### src/gb3_pkg.sv
// ----------------------------------------------------------------------------
// gb3_pkg: shared types and constants of the 3x3 Gaussian blur
// Widths, the line memory word, the window column and the border flags that
// travel from the line-buffer front end to the kernel datapath.
// ----------------------------------------------------------------------------
package gb3_pkg;

    // Largest supported image side, and widths derived from it.
    localparam int MAX_SIDE = 4096;
    localparam int SIDE_MIN = 3;
    localparam int CFG_W    = 13;
    localparam int PIX_W    = 8;
    localparam int COL_W    = $clog2(MAX_SIDE);
    // Row counter reaches side + 1 during the drain of the last row.
    localparam int CNT_W    = $clog2(MAX_SIDE + 2);
    localparam int CMP_W    = (CNT_W > CFG_W) ? CNT_W : CFG_W;

    // Kernel arithmetic: weights sum to 16, so the sum needs four more bits.
    localparam int SUM_W       = PIX_W + 4;
    localparam int FULL_MAX    = 16 * ((1 << PIX_W) - 1);
    localparam int CORNER_MAX  = 9 * ((1 << PIX_W) - 1);
    // Division by 9 as a multiply by ceil(2^16 / 9) and a shift by 16.
    localparam int RECIP_SHIFT = 16;
    localparam int RECIP_W     = 13;
    localparam int RECIP9      = ((1 << RECIP_SHIFT) + 8) / 9;
    localparam int PROD_W      = SUM_W + RECIP_W;

    // Output queue that decouples the pipeline from the result sink.
    localparam int FIFO_DEPTH = 8;
    localparam int FIFO_AW    = $clog2(FIFO_DEPTH);
    localparam int FIFO_CW    = $clog2(FIFO_DEPTH + 1);

    typedef logic [PIX_W-1:0] t_pix;

    // One window column, index 0 is the top row.
    typedef t_pix [2:0] t_col;

    // Full 3x3 window, indexed by column.
    typedef t_col [2:0] t_win;

    // One line memory word: the pixel two rows up and the one a row up.
    typedef struct packed {
        t_pix upper;
        t_pix middle;
    } t_line_word;

    // Border position of the pixel being filtered, plus end-of-frame mark.
    typedef struct packed {
        logic top;
        logic bot;
        logic left;
        logic right;
        logic last;
    } t_edge;

    // One result beat.
    typedef struct packed {
        t_pix pixel;
        logic last;
    } t_result;

    typedef enum logic {
        REQ_PIXEL = 1'b0,
        REQ_FLUSH = 1'b1
    } t_req;

endpackage

### src/gb3_kernel.sv
// ----------------------------------------------------------------------------
// gb3_kernel: border fix-up, weighted sum and scaling
// Two registered stages: the window is latched with its border flags, then
// the weighted sum is formed, then the sum is divided by 16 or by 9.
// ----------------------------------------------------------------------------
module gb3_kernel (
    input  logic                 i_clk,
    input  logic                 i_rst_n,
    input  logic                 i_valid,
    input  gb3_pkg::t_col        i_col_l,
    input  gb3_pkg::t_col        i_col_c,
    input  gb3_pkg::t_col        i_col_r,
    input  gb3_pkg::t_edge       i_edge,
    output logic [1:0]           o_busy,
    output logic                 o_push,
    output gb3_pkg::t_result     o_result
);

    logic                        r_s2_valid;
    gb3_pkg::t_win               r_s2_win;
    gb3_pkg::t_edge              r_s2_edge;

    logic                        r_s3_valid;
    logic [gb3_pkg::SUM_W-1:0]   r_s3_sum;
    logic                        r_s3_corner;
    logic                        r_s3_last;

    gb3_pkg::t_win               g;
    logic                        corner;
    gb3_pkg::t_pix               c_h;
    gb3_pkg::t_pix               c_v;
    gb3_pkg::t_pix               c_d;
    logic [gb3_pkg::SUM_W-1:0]   full_sum;
    logic [gb3_pkg::SUM_W-1:0]   corner_sum;
    logic [gb3_pkg::PROD_W-1:0]  prod;

    // Window latch.
    always_ff @(posedge i_clk) begin
        if (!i_rst_n) begin
            r_s2_valid <= 1'b0;
        end else begin
            r_s2_valid <= i_valid;
        end
        r_s2_win[0] <= i_col_l;
        r_s2_win[1] <= i_col_c;
        r_s2_win[2] <= i_col_r;
        r_s2_edge   <= i_edge;
    end

    // Replace missing neighbors by the nearest edge pixel, rows first.
    always_comb begin
        g = r_s2_win;
        if (r_s2_edge.top) begin
            for (int k = 0; k < 3; k++) g[k][0] = g[k][1];
        end
        if (r_s2_edge.bot) begin
            for (int k = 0; k < 3; k++) g[k][2] = g[k][1];
        end
        if (r_s2_edge.left) begin
            g[0] = g[1];
        end
        if (r_s2_edge.right) begin
            g[2] = g[1];
        end
    end

    // Corners weight the center by 4, its two inner neighbors by 2 and the
    // inner diagonal by 1.
    assign corner = (r_s2_edge.top | r_s2_edge.bot) & (r_s2_edge.left | r_s2_edge.right);
    assign c_h    = r_s2_edge.left ? g[2][1] : g[0][1];
    assign c_v    = r_s2_edge.top  ? g[1][2] : g[1][0];
    assign c_d    = r_s2_edge.left ? (r_s2_edge.top ? g[2][2] : g[2][0])
                                   : (r_s2_edge.top ? g[0][2] : g[0][0]);

    assign corner_sum = (gb3_pkg::SUM_W'(g[1][1]) << 2) + (gb3_pkg::SUM_W'(c_h) << 1)
                      + (gb3_pkg::SUM_W'(c_v) << 1) + gb3_pkg::SUM_W'(c_d);

    assign full_sum = gb3_pkg::SUM_W'(g[0][0]) + (gb3_pkg::SUM_W'(g[1][0]) << 1)
                    + gb3_pkg::SUM_W'(g[2][0]) + (gb3_pkg::SUM_W'(g[0][1]) << 1)
                    + (gb3_pkg::SUM_W'(g[1][1]) << 2) + (gb3_pkg::SUM_W'(g[2][1]) << 1)
                    + gb3_pkg::SUM_W'(g[0][2]) + (gb3_pkg::SUM_W'(g[1][2]) << 1)
                    + gb3_pkg::SUM_W'(g[2][2]);

    // Sum register.
    always_ff @(posedge i_clk) begin
        if (!i_rst_n) begin
            r_s3_valid <= 1'b0;
        end else begin
            r_s3_valid <= r_s2_valid;
        end
        r_s3_sum    <= corner ? corner_sum : full_sum;
        r_s3_corner <= corner;
        r_s3_last   <= r_s2_edge.last;
    end

    // Scaling: a shift for 16, a reciprocal multiply for 9.
    assign prod = gb3_pkg::PROD_W'(r_s3_sum) * gb3_pkg::PROD_W'(gb3_pkg::RECIP9);

    always_comb begin
        o_result.last = r_s3_last;
        if (r_s3_corner) begin
            o_result.pixel = prod[gb3_pkg::RECIP_SHIFT +: gb3_pkg::PIX_W];
        end else begin
            o_result.pixel = r_s3_sum[gb3_pkg::SUM_W-1 -: gb3_pkg::PIX_W];
        end
    end

    assign o_push = r_s3_valid;
    assign o_busy = {1'b0, r_s2_valid} + {1'b0, r_s3_valid};

    // A corner sum stays within nine full-scale pixels.
    a_corner_range: assert property (@(posedge i_clk) disable iff (!i_rst_n)
        (r_s3_valid && r_s3_corner) |-> (r_s3_sum <= gb3_pkg::SUM_W'(gb3_pkg::CORNER_MAX)))
        else $error("corner sum out of range");

    // A full sum stays within sixteen full-scale pixels.
    a_full_range: assert property (@(posedge i_clk) disable iff (!i_rst_n)
        (r_s3_valid && !r_s3_corner) |-> (r_s3_sum <= gb3_pkg::SUM_W'(gb3_pkg::FULL_MAX)))
        else $error("kernel sum out of range");

    // The reciprocal product never carries above the pixel width.
    a_quot_fits: assert property (@(posedge i_clk) disable iff (!i_rst_n)
        (r_s3_valid && r_s3_corner)
            |-> (prod[gb3_pkg::PROD_W-1:gb3_pkg::RECIP_SHIFT+gb3_pkg::PIX_W] == '0))
        else $error("corner quotient overflow");

endmodule

### config.mk
export PLATFORM = sky130hd
export DESIGN_NAME = gb3_kernel
export DESIGN_NICKNAME = d
export VERILOG_FILES = /design/src/gb3_pkg.sv /design/src/gb3_kernel.sv
export SDC_FILE = /design/constraint.sdc
export NUM_CORES = 1
export LEC_CHECK = 0
export BUFFER_PORTS_ARGS = -buffer_cell sky130_fd_sc_hd__buf_2
export CELL_PAD_IN_SITES_DETAIL_PLACEMENT = 0
export CELL_PAD_IN_SITES_GLOBAL_PLACEMENT = 1
export CORE_AREA = 5 5 193 102
export DETAILED_ROUTE_END_ITERATION = 10
export DIE_AREA = 0 0 198 107
export GPL_ROUTABILITY_DRIVEN = 1
export HOLD_SLACK_MARGIN = 0.06
export PLACE_DENSITY_LB_ADDON = 0.1
export SYNTH_ARGS = -nofsm -noshare
export SYNTH_HDL_FRONTEND = slang
export SYNTH_SLANG_ARGS = --single-unit
export TNS_END_PERCENT = 100
### constraint.sdc
create_clock -name i_clk -period 6.4 [get_ports i_clk]
set_clock_uncertainty 0.15 [all_clocks]
set_input_delay 0.32 -clock i_clk [delete_from_list [all_inputs] [get_ports i_clk]]
set_output_delay 0.32 -clock i_clk [all_outputs]
set_load 0.01 [all_outputs]
==> results.json <==
{
  "outcome": "finished clean",
  "period_share_pct": 93.1,
  "hold_path.class": "flip-flop to flip-flop",
  "wl_met3_mm": 1.12,
  "ys.warnings.count": 0,
  "yosysMostFrequentCell": "inv_1",
  "synthFlopType": "dfxtp_1",
  "worstMarginPinSlew_ns": 0.830,
  "routedWlPerCell_um": 16.1,
  "report.final.setup_viol": 0,
  "drive_above_1_share_pct": 16.5,
  "post_layout_nonfiller_instances": 1212,
  "slew_violations": 0,
  "clockBufferDepth": 2,
  "multi_input_area_um2": 5510,
  "highest_layer": "met4",
  "seqCellArea_um2": 1860,
  "track_usage_pct": 19.9,
  "syn_avg_cell_area_um2": 10.1,
  "dp.final_hpwl_mm": 16.3,
  "worstPathArrival_ns": 5.49,
  "die_height_um": 107,
  "max_cap_viol_count": 0,
  "synthCells": 805,
  "diodes": 0,
  "dp.cells": 1116,
  "wirelength_met1_mm": 10.9,
  "drt_iter0_drc": 344,
  "end_kind": "output pin",
  "clk_latency_ns": 0.35,
  "portBuffers": 91,
  "synth_area_leaders": "fa_1, dfxtp_1, ha_1",
  "max_freq_mhz": 168,
  "placed_area_um2": 8800,
  "die_x_um": 198,
  "route.met2.wl_mm": 7.38,
  "path_max_fanout": 4,
  "netlist.area_leader.share_pct": 24.1,
  "ys_ff_latch": 93,
  "min_period_ns": 5.96,
  "post_cts_buffers": 0,
  "viasPerCell": 4.94,
  "dr.pass1.iters": 4,
  "relSlewSlack_pct": 44.6,
  "fin_ws_ns": 0.441,
  "totalNegativeSetupSlack_ns": 0,
  "place_congestion": 1.04,
  "final_nets": 1235,
  "clock_sinks": 93,
  "pre_cts_ws_ns": 0.773,
  "critPathRequiredTime_ns": 5.93,
  "coreArea_um2": 17900,
  "async_flop_share_pct": 0,
  "antenna_found_initial": 0,
  "syn_area_um2": 8150,
  "numCtsBuffers": 9,
  "yosysTopAreaCell": "fa_1",
  "rsz0062_at_grt": "false",
  "ys_types": 61,
  "finalHoldViolations": 0,
  "initial_utilization_pct": 45.6,
  "synth_edf_count": 0,
  "post-route-cell-area_um2": 10000,
  "fillCellCount": 1606,
  "cts_tree": "built",
  "grt_pass1_wl_mm": 33.3,
  "ant_nets": 0,
  "grt_start_max_net_pins": 36,
  "area_growth_pct": 22.7,
  "synth_common_cells": "inv_1, fa_1, dfxtp_1",
  "grt_pass1_vias": 6446,
  "critPathLaunchType": "flip-flop",
  "routed-via-count": 5984,
  "grt-ovfl-total": 0,
  "die_area_um2": 21200,
  "cts-resized-gates": 0,
  "htreeDepth": 3,
  "finalWirelength_mm": 19.6,
  "drc": 0,
  "critical_path_class": "flip-flop to output pin",
  "fp-row-count": 35,
  "root_buffer": "clkbuf_16",
  "io_pins": 92,
  "clkTransAtPathRegs_ns": 0.07,
  "syn_nets": 1073,
  "seq_area_frac_synth_pct": 22.8
}
critical path, cell delays in order (launching register included):
cell and delay [ns]:
dfxtp_1 0.49, inv_1 0.18, fa_1 0.52, inv_1 0.05
ha_1 0.32, inv_1 0.08, fa_1 0.48, inv_1 0.05
fa_1 0.53, inv_1 0.05, fa_1 0.52, inv_1 0.04
ha_1 0.33, and3_1 0.20, and2_4 0.19, a221oi_2 0.42
o311a_4 0.28, nand4_1 0.10, o211ai_1 0.13, buf_2 0.17
layer usage:
layer / global-route usage (%) / vias to the layer above
li1: - / 2945
met4: 3.14 / 0
met2: 27.3 / 150
met3: 4.80 / 11
met5: 0 / -
met1: 31.7 / 2878
flip-flops by register name (all words and copies together), names as in the netlist:
name and cells:
g 8, o_push 1, r_s2_edge 5, r_s2_valid 1
r_s2_win 64, r_s3_corner 1, r_s3_last 1, r_s3_sum 12
worst paths after layout:
path	start	end	slack, ns	depth (start not counted)
worst max-delay path	r_s3_sum[9]	o_result[6]	0.44	19
worst min-delay path	r_s2_edge[0]	r_s3_last	0.18	0
worst max register to register	r_s2_edge[1]	r_s3_sum[11]	0.77	18
worst min register to register	r_s2_edge[0]	r_s3_last	0.18	0
cells by family after synthesis:
kind of cell	Yosys count	synth area share, %
AO/OA/AOI/OAI	122	10.3
adder cells (fa/ha/maj)	188	37.9
flip-flops	93	22.8
AND/OR/NAND/NOR	119	6.62
multiplexers	75	11.1
XOR/XNOR	16	1.72
buffers and inverters	192	9.59
cell usage in the layout, fill, tap and decap left out, types with 17 or more instances in the layout:
master	n
ha_1	90
nand2_1	42
dlygate4sd3_1	80
fa_1	98
a21oi_1	45
inv_1	160
dfxtp_1	91
mux2i_1	45
nor2_1	39
o21ai_0	17
buf_2	91
area by class of cell:
cell class	instances	share of cell area, %
clock buffers	9	2.25
flip-flops and latches	93	18.6
inverters	167	6.27
multi-input cells	520	55.1
clock inverters	7	1.68
repair buffers	176	13.1
well taps	240	3.00
through the flow:
step / hold slack, ns / util (%)
2_1_floorplan: 0.160 / -
5_1_grt: 0.188 / 56.0
3_5_place_dp: 0.166 / 49.3
3_3_place_gp: 0.160 / 49.3
6_report: 0.182 / 56.0
4_1_cts: 0.182 / 56.0
timing repair:
action | 4_1_cts | 5_1_grt
hold buffers | 80 | 0
setup endpoints to repair | 0 | 0
endpoints found under the hold margin | 79 | 0
Power is not shown: default switching activity piles up to over one toggle a cycle in this logic, so the estimate is an artifact.
