### src/gb3_pkg.sv
// ----------------------------------------------------------------------------
// gb3_pkg: shared types and constants of the 3x3 Gaussian blur
// Widths, the line memory word, the window column and the border flags that
// travel from the line-buffer front end to the kernel datapath.
// ----------------------------------------------------------------------------
package gb3_pkg;

    // Largest supported image side, and widths derived from it.
    localparam int MAX_SIDE = 4096;
    localparam int SIDE_MIN = 3;
    localparam int CFG_W    = 13;
    localparam int PIX_W    = 8;
    localparam int COL_W    = $clog2(MAX_SIDE);
    // Row counter reaches side + 1 during the drain of the last row.
    localparam int CNT_W    = $clog2(MAX_SIDE + 2);
    localparam int CMP_W    = (CNT_W > CFG_W) ? CNT_W : CFG_W;

    // Kernel arithmetic: weights sum to 16, so the sum needs four more bits.
    localparam int SUM_W       = PIX_W + 4;
    localparam int FULL_MAX    = 16 * ((1 << PIX_W) - 1);
    localparam int CORNER_MAX  = 9 * ((1 << PIX_W) - 1);
    // Division by 9 as a multiply by ceil(2^16 / 9) and a shift by 16.
    localparam int RECIP_SHIFT = 16;
    localparam int RECIP_W     = 13;
    localparam int RECIP9      = ((1 << RECIP_SHIFT) + 8) / 9;
    localparam int PROD_W      = SUM_W + RECIP_W;

    // Output queue that decouples the pipeline from the result sink.
    localparam int FIFO_DEPTH = 8;
    localparam int FIFO_AW    = $clog2(FIFO_DEPTH);
    localparam int FIFO_CW    = $clog2(FIFO_DEPTH + 1);

    typedef logic [PIX_W-1:0] t_pix;

    // One window column, index 0 is the top row.
    typedef t_pix [2:0] t_col;

    // Full 3x3 window, indexed by column.
    typedef t_col [2:0] t_win;

    // One line memory word: the pixel two rows up and the one a row up.
    typedef struct packed {
        t_pix upper;
        t_pix middle;
    } t_line_word;

    // Border position of the pixel being filtered, plus end-of-frame mark.
    typedef struct packed {
        logic top;
        logic bot;
        logic left;
        logic right;
        logic last;
    } t_edge;

    // One result beat.
    typedef struct packed {
        t_pix pixel;
        logic last;
    } t_result;

    typedef enum logic {
        REQ_PIXEL = 1'b0,
        REQ_FLUSH = 1'b1
    } t_req;

endpackage

### src/gb3_out_if.sv
// ----------------------------------------------------------------------------
// gb3_out_if: filtered pixel stream
// Valid/ready channel carrying one filtered pixel and its end-of-frame mark.
// ----------------------------------------------------------------------------
interface gb3_out_if;
    logic          valid;
    logic          ready;
    gb3_pkg::t_pix pixel_out;
    logic          frame_last;

    modport source (output valid, output pixel_out, output frame_last, input ready);
    modport sink   (input valid, input pixel_out, input frame_last, output ready);
endinterface

### src/gb3_out_fifo.sv
// ----------------------------------------------------------------------------
// gb3_out_fifo: result queue
// Small register queue that holds finished results until the sink takes
// them; its fill count feeds the input credit check.
// ----------------------------------------------------------------------------
module gb3_out_fifo (
    input  logic                        i_clk,
    input  logic                        i_rst_n,
    input  logic                        i_push,
    input  gb3_pkg::t_result            i_result,
    output logic [gb3_pkg::FIFO_CW-1:0] o_count,
    gb3_out_if.source                   o_out
);

    gb3_pkg::t_result               r_mem [gb3_pkg::FIFO_DEPTH];
    logic [gb3_pkg::FIFO_AW-1:0]    r_wr_ptr;
    logic [gb3_pkg::FIFO_AW-1:0]    r_rd_ptr;
    logic [gb3_pkg::FIFO_CW-1:0]    r_count;
    logic                           pop;

    assign pop = o_out.valid & o_out.ready;

    // Pointers and fill count.
    always_ff @(posedge i_clk) begin
        if (!i_rst_n) begin
            r_wr_ptr <= '0;
            r_rd_ptr <= '0;
            r_count  <= '0;
        end else begin
            if (i_push) begin
                r_wr_ptr <= r_wr_ptr + gb3_pkg::FIFO_AW'(1);
            end
            if (pop) begin
                r_rd_ptr <= r_rd_ptr + gb3_pkg::FIFO_AW'(1);
            end
            if (i_push && !pop) begin
                r_count <= r_count + gb3_pkg::FIFO_CW'(1);
            end else if (!i_push && pop) begin
                r_count <= r_count - gb3_pkg::FIFO_CW'(1);
            end
        end
    end

    // Storage.
    always_ff @(posedge i_clk) begin
        if (i_push) begin
            r_mem[r_wr_ptr] <= i_result;
        end
    end

    assign o_out.valid      = (r_count != '0);
    assign o_out.pixel_out  = r_mem[r_rd_ptr].pixel;
    assign o_out.frame_last = r_mem[r_rd_ptr].last;
    assign o_count          = r_count;

    // The credit check upstream never lets a result arrive at a full queue.
    a_no_overflow: assert property (@(posedge i_clk) disable iff (!i_rst_n)
        i_push |-> (r_count < gb3_pkg::FIFO_CW'(gb3_pkg::FIFO_DEPTH)))
        else $error("result queue overflow");

    // Fill count stays within the depth.
    a_count_range: assert property (@(posedge i_clk) disable iff (!i_rst_n)
        r_count <= gb3_pkg::FIFO_CW'(gb3_pkg::FIFO_DEPTH))
        else $error("result queue count out of range");

    // A result pushed into an empty queue is offered on the next cycle.
    a_push_visible: assert property (@(posedge i_clk) disable iff (!i_rst_n)
        (i_push && (r_count == '0)) |=> o_out.valid)
        else $error("pushed result not offered");

endmodule

### src/flat_wrapper.sv
// flat-port wrapper written by rule: the top's interface ports become plain ports
module gb3_out_fifo_flat 
  (i_clk, i_rst_n, i_push, i_result, o_count, o_out_valid, o_out_pixel_out, o_out_frame_last, o_out_ready);
  gb3_out_if o_out_i ();
  input  logic i_clk;
  input  logic i_rst_n;
  input  logic i_push;
  input  gb3_pkg::t_result i_result;
  output logic [gb3_pkg::FIFO_CW-1:0] o_count;
  output wire logic [$bits(o_out_i.valid)-1:0] o_out_valid;
  output wire logic [$bits(o_out_i.pixel_out)-1:0] o_out_pixel_out;
  output wire logic [$bits(o_out_i.frame_last)-1:0] o_out_frame_last;
  input wire logic [$bits(o_out_i.ready)-1:0] o_out_ready;
  assign o_out_valid = o_out_i.valid;
  assign o_out_pixel_out = o_out_i.pixel_out;
  assign o_out_frame_last = o_out_i.frame_last;
  assign o_out_i.ready = o_out_ready;
  gb3_out_fifo u_core (.i_clk(i_clk), .i_rst_n(i_rst_n), .i_push(i_push), .i_result(i_result), .o_count(o_count), .o_out(o_out_i));
endmodule
### config.mk
export PLATFORM = sky130hd
export DESIGN_NAME = gb3_out_fifo_flat
export DESIGN_NICKNAME = d
export VERILOG_FILES = /design/src/gb3_pkg.sv /design/src/gb3_out_if.sv /design/src/gb3_out_fifo.sv /design/src/flat_wrapper.sv
export SDC_FILE = /design/constraint.sdc
export NUM_CORES = 1
export LEC_CHECK = 0
export BUFFER_PORTS_ARGS = -buffer_cell sky130_fd_sc_hd__buf_2
export CORE_ASPECT_RATIO = 1.1
export CORE_MARGIN = 4
export CORE_UTILIZATION = 38
export CTS_CLUSTER_DIAMETER = 120
export DETAILED_ROUTE_END_ITERATION = 16
export GPL_TIMING_DRIVEN = 1
export HOLD_SLACK_MARGIN = 0.06
export PLACE_DENSITY_LB_ADDON = 0.2
export SYNTH_ARGS = -nofsm -noshare
export SYNTH_HDL_FRONTEND = slang
export SYNTH_SLANG_ARGS = --single-unit
### constraint.sdc
create_clock -name i_clk -period 4.7 [get_ports i_clk]
set_input_delay 0.235 -clock i_clk [delete_from_list [all_inputs] [get_ports i_clk]]
set_output_delay 0.235 -clock i_clk [all_outputs]
set_load 0.02 [all_outputs]
==> results_dict.tcl <==
set metrics [dict create \
    status "complete, no violations" \
    post_cts_buffers 0 \
    synthXorXnorAreaFrac 0.0154 \
    die_width_um 98.4 \
    finClkSkew_ps 7.01 \
    final_cells 324 \
    syn_to_final_growth_pct 12.0 \
    cts_buffers 9 \
    crit_chain "mux4_1 -> mux2_2 -> buf_2" \
    critPathCaptureType "output port" \
    avgViaCountPerCell 4.87 \
    diodes 0 \
    hold_viol_final 0 \
    max_cap_violations 0 \
    rsz0062_at_grt "false" \
    top_usage_layer "met2" \
    synth_area_um2 3420 \
    drive_gt1_frac 0.252 \
    syn_avg_cell_area_um2 19.8 \
    synth-seq-cells 85 \
    syn_nets 192 \
    first_global_vias 1701 \
    wl_per_cell_um 17.3 \
    clkTransAtPathRegs_ps 90 \
    p_sw_mw 0.540 \
    synth_compound_area_frac 0.00915 \
    core_um2 8830 \
    placed_area_um2 3650 \
    clock_sinks 85 \
    pwr-share-comb 0.241 \
    synthAdderAreaFrac 0.0242 \
    grt_usage 0.118 \
    dieArea_um2 10600 \
    setup_viol 0 \
    critPathMaxStageDelay_ps 980 \
    finalSetupTns_ps 0 \
    met3_usage 0.0285 \
    place.gp.congestion 0.709 \
    slew_headroom 0.274 \
    yosysWarnings 0 \
    initial_utilization 0.387 \
    cts_resized 0 \
    power_frac_clock 0.247 \
    crit_arrival_ps 2430 \
    syn_inst 173 \
    ff2ff_path_depth 9 \
    timing.fmax_ghz 0.375 \
    p_leak_nw 1.30 \
    grt_pass1_wl_mm 9.14 \
    htree_levels 3 \
    whs_ps 159 \
    dp.cells 308 \
    drt_iter0_markers 84 \
    grt_max_degree 19 \
    maxSlewViolCount 0 \
    hold_class "in -> reg" \
    swShare 0.294 \
    ys_seq_area_frac 0.709 \
    finalCritPeriodShare 0.567 \
    p_int_mw 1.29 \
    fin_crit_ps 2660 \
    ant_nets 0 \
    port_buffers 26 \
    worst_path_max_delay_cell "dfxtp_1" \
    fillerInstances 806 \
    wl_mm 5.61 \
    reg2reg_slack_ps 2270 \
    synth_cell_types 28 \
    power_frac_seq 0.512 \
    crit_path_start_kind "register" \
    globalRouteMet1Util 0.151 \
    antenna_found_initial 0 \
    grtUsageMet2 0.188 \
    grt-ovfl-total 0 \
    vias 1578 \
    cp_max_fo 18 \
    layout.nets 224 \
    cts.path.max_buffers 2 \
    worstSetupPathType "reg -> out" \
    cts_hold_buf 0 \
    synth_top_family_by_area "multiplexers" \
    drc 0 \
    final_area_um2 3830 \
    cts-root-buf "clkbuf_8" \
    clkLatencyLatePin_ps 340 \
    muxShareOfSynthArea 0.177 \
    p_per_area_nw_per_um2 479 \
    dp_hpwl_mm 3.52 \
    whs_path_depth 1 \
    drt-pass1-iter-count 4 \
    worst_slew_pin_slew_ps 1080 \
    ir_drop_mv 0.257 \
    ioPinCount 27 \
    fp-row-count 36 \
    cts_tree "built" \
    die_y_um 107 \
    synth_simple_gate_area_frac 0.0498 \
    critPathRequiredTime_ps 4470 \
]
==> layout make-up <==
class	count	area, um^2	area share
repair buffers	28	145	0.0379
clock buffers	9	124	0.0324
well taps	114	143	0.0373
flip-flops and latches	85	2420	0.633
multi-input cells	80	941	0.246
inverters	1	3.75	0.000980
clock inverters	7	50.0	0.0131
==> cells in the final DEF, fill, tap and decap left out <==
cell type | netlist | layout
clkinv_2 | 0 | 1
a21oi_1 | 1 | 1
a211oi_1 | 1 | 1
nor2_1 | 7 | 7
mux2_2 | 9 | 9
fa_1 | 1 | 1
nor2b_1 | 2 | 2
nand2b_1 | 4 | 4
mux2i_1 | 3 | 3
a31oi_1 | 1 | 1
inv_6 | 0 | 2
mux4_1 | 18 | 18
buf_2 | 1 | 26
nand3_1 | 3 | 3
nand2_1 | 7 | 7
xnor2_1 | 5 | 5
dfxtp_1 | 13 | 13
clkbuf_8 | 0 | 9
edfxtp_1 | 72 | 72
clkinv_4 | 0 | 1
clkinv_1 | 0 | 1
a21boi_0 | 1 | 1
nor3_1 | 2 | 2
buf_4 | 0 | 2
or4_4 | 1 | 1
clkinvlp_4 | 0 | 2
o21ai_0 | 1 | 1
ha_1 | 5 | 5
inv_1 | 1 | 1
and2_1 | 7 | 7
xor2_1 | 1 | 1
==> worst max-delay path: cells and delay by family (launching register included) <==
kind / cells / cell delay [ps]
mux: 2 / 930
buf+inv: 1 / 170
flops: 1 / 980
==> final timing paths <==
check / from / to
worst max register to register: u_core.o_count[0] / u_core.o_count[3]
worst min-delay path: i_result[5] / u_core.r_mem[5][5]
worst min register to register: u_core.o_count[3] / u_core.o_count[3]
worst max-delay path: register / o_out_pixel_out[0]
==> flip-flops by register name (all words and copies together), names as in the netlist, named ones only <==
register         count
u_core.r_wr_ptr      3
u_core.r_mem        72
u_core.o_count       4
u_core.r_rd_ptr      3
==> metrics by stage <==
stage	setup WS [ps]	power, mW	util
finish	2040	1.83	0.434
global route	1820	1.95	0.434
CTS	1940	1.86	0.434
detailed placement	2280	1.41	0.414
global placement	2310	1.41	0.414
floorplan	2320	1.31	-
==> routing by layer <==
metal  vias to the layer above  share of wire
met2                        25           0.50
met3                         8          0.029
met4                         0          0.022
li1                        761              -
met5                         -              0
met1                       784           0.44
==> kinds of logic (layout without fill, tap and decap cells) <==
group,Yosys count,count (layout)
compound gates,5,5
simple gates,33,33
flops,85,85
mux,30,30
buf+inv,8,45
xor+xnor,6,6
fa+ha+maj,6,6
==> cells in the mapped netlist (all sizes together) <==
cell    instances  share of area
dfxtp          13          0.076
nor2            7         0.0077
ha              5          0.018
nand2b          4         0.0073
a21boi          1         0.0022
clkbuf          3         0.0033
and2            7          0.013
nor2b           2         0.0037
nand2           7         0.0077
edfxtp         72           0.63
a31oi           1         0.0018
nand3           3         0.0044
a211oi          1         0.0022
buf             4          0.012
a21oi           1         0.0015
xor2            1         0.0026
xnor2           5          0.013
mux4           18           0.14
o21ai           1         0.0015
fa              1         0.0059
mux2            9          0.030
or4             1         0.0033
nor3            2         0.0029
inv             1         0.0011
mux2i           3         0.0088
==> power by group through the flow <==
stage	Combinational (mW)	Sequential [mW]	Clock, mW
3_5_place_dp	0.448	0.962	0
6_report	0.442	0.940	0.453
2_1_floorplan	0.382	0.925	0
4_1_cts	0.451	0.945	0.469
5_1_grt	0.490	0.954	0.509
3_3_place_gp	0.444	0.961	0
Note: power is estimated with default switching activity, not from simulation.
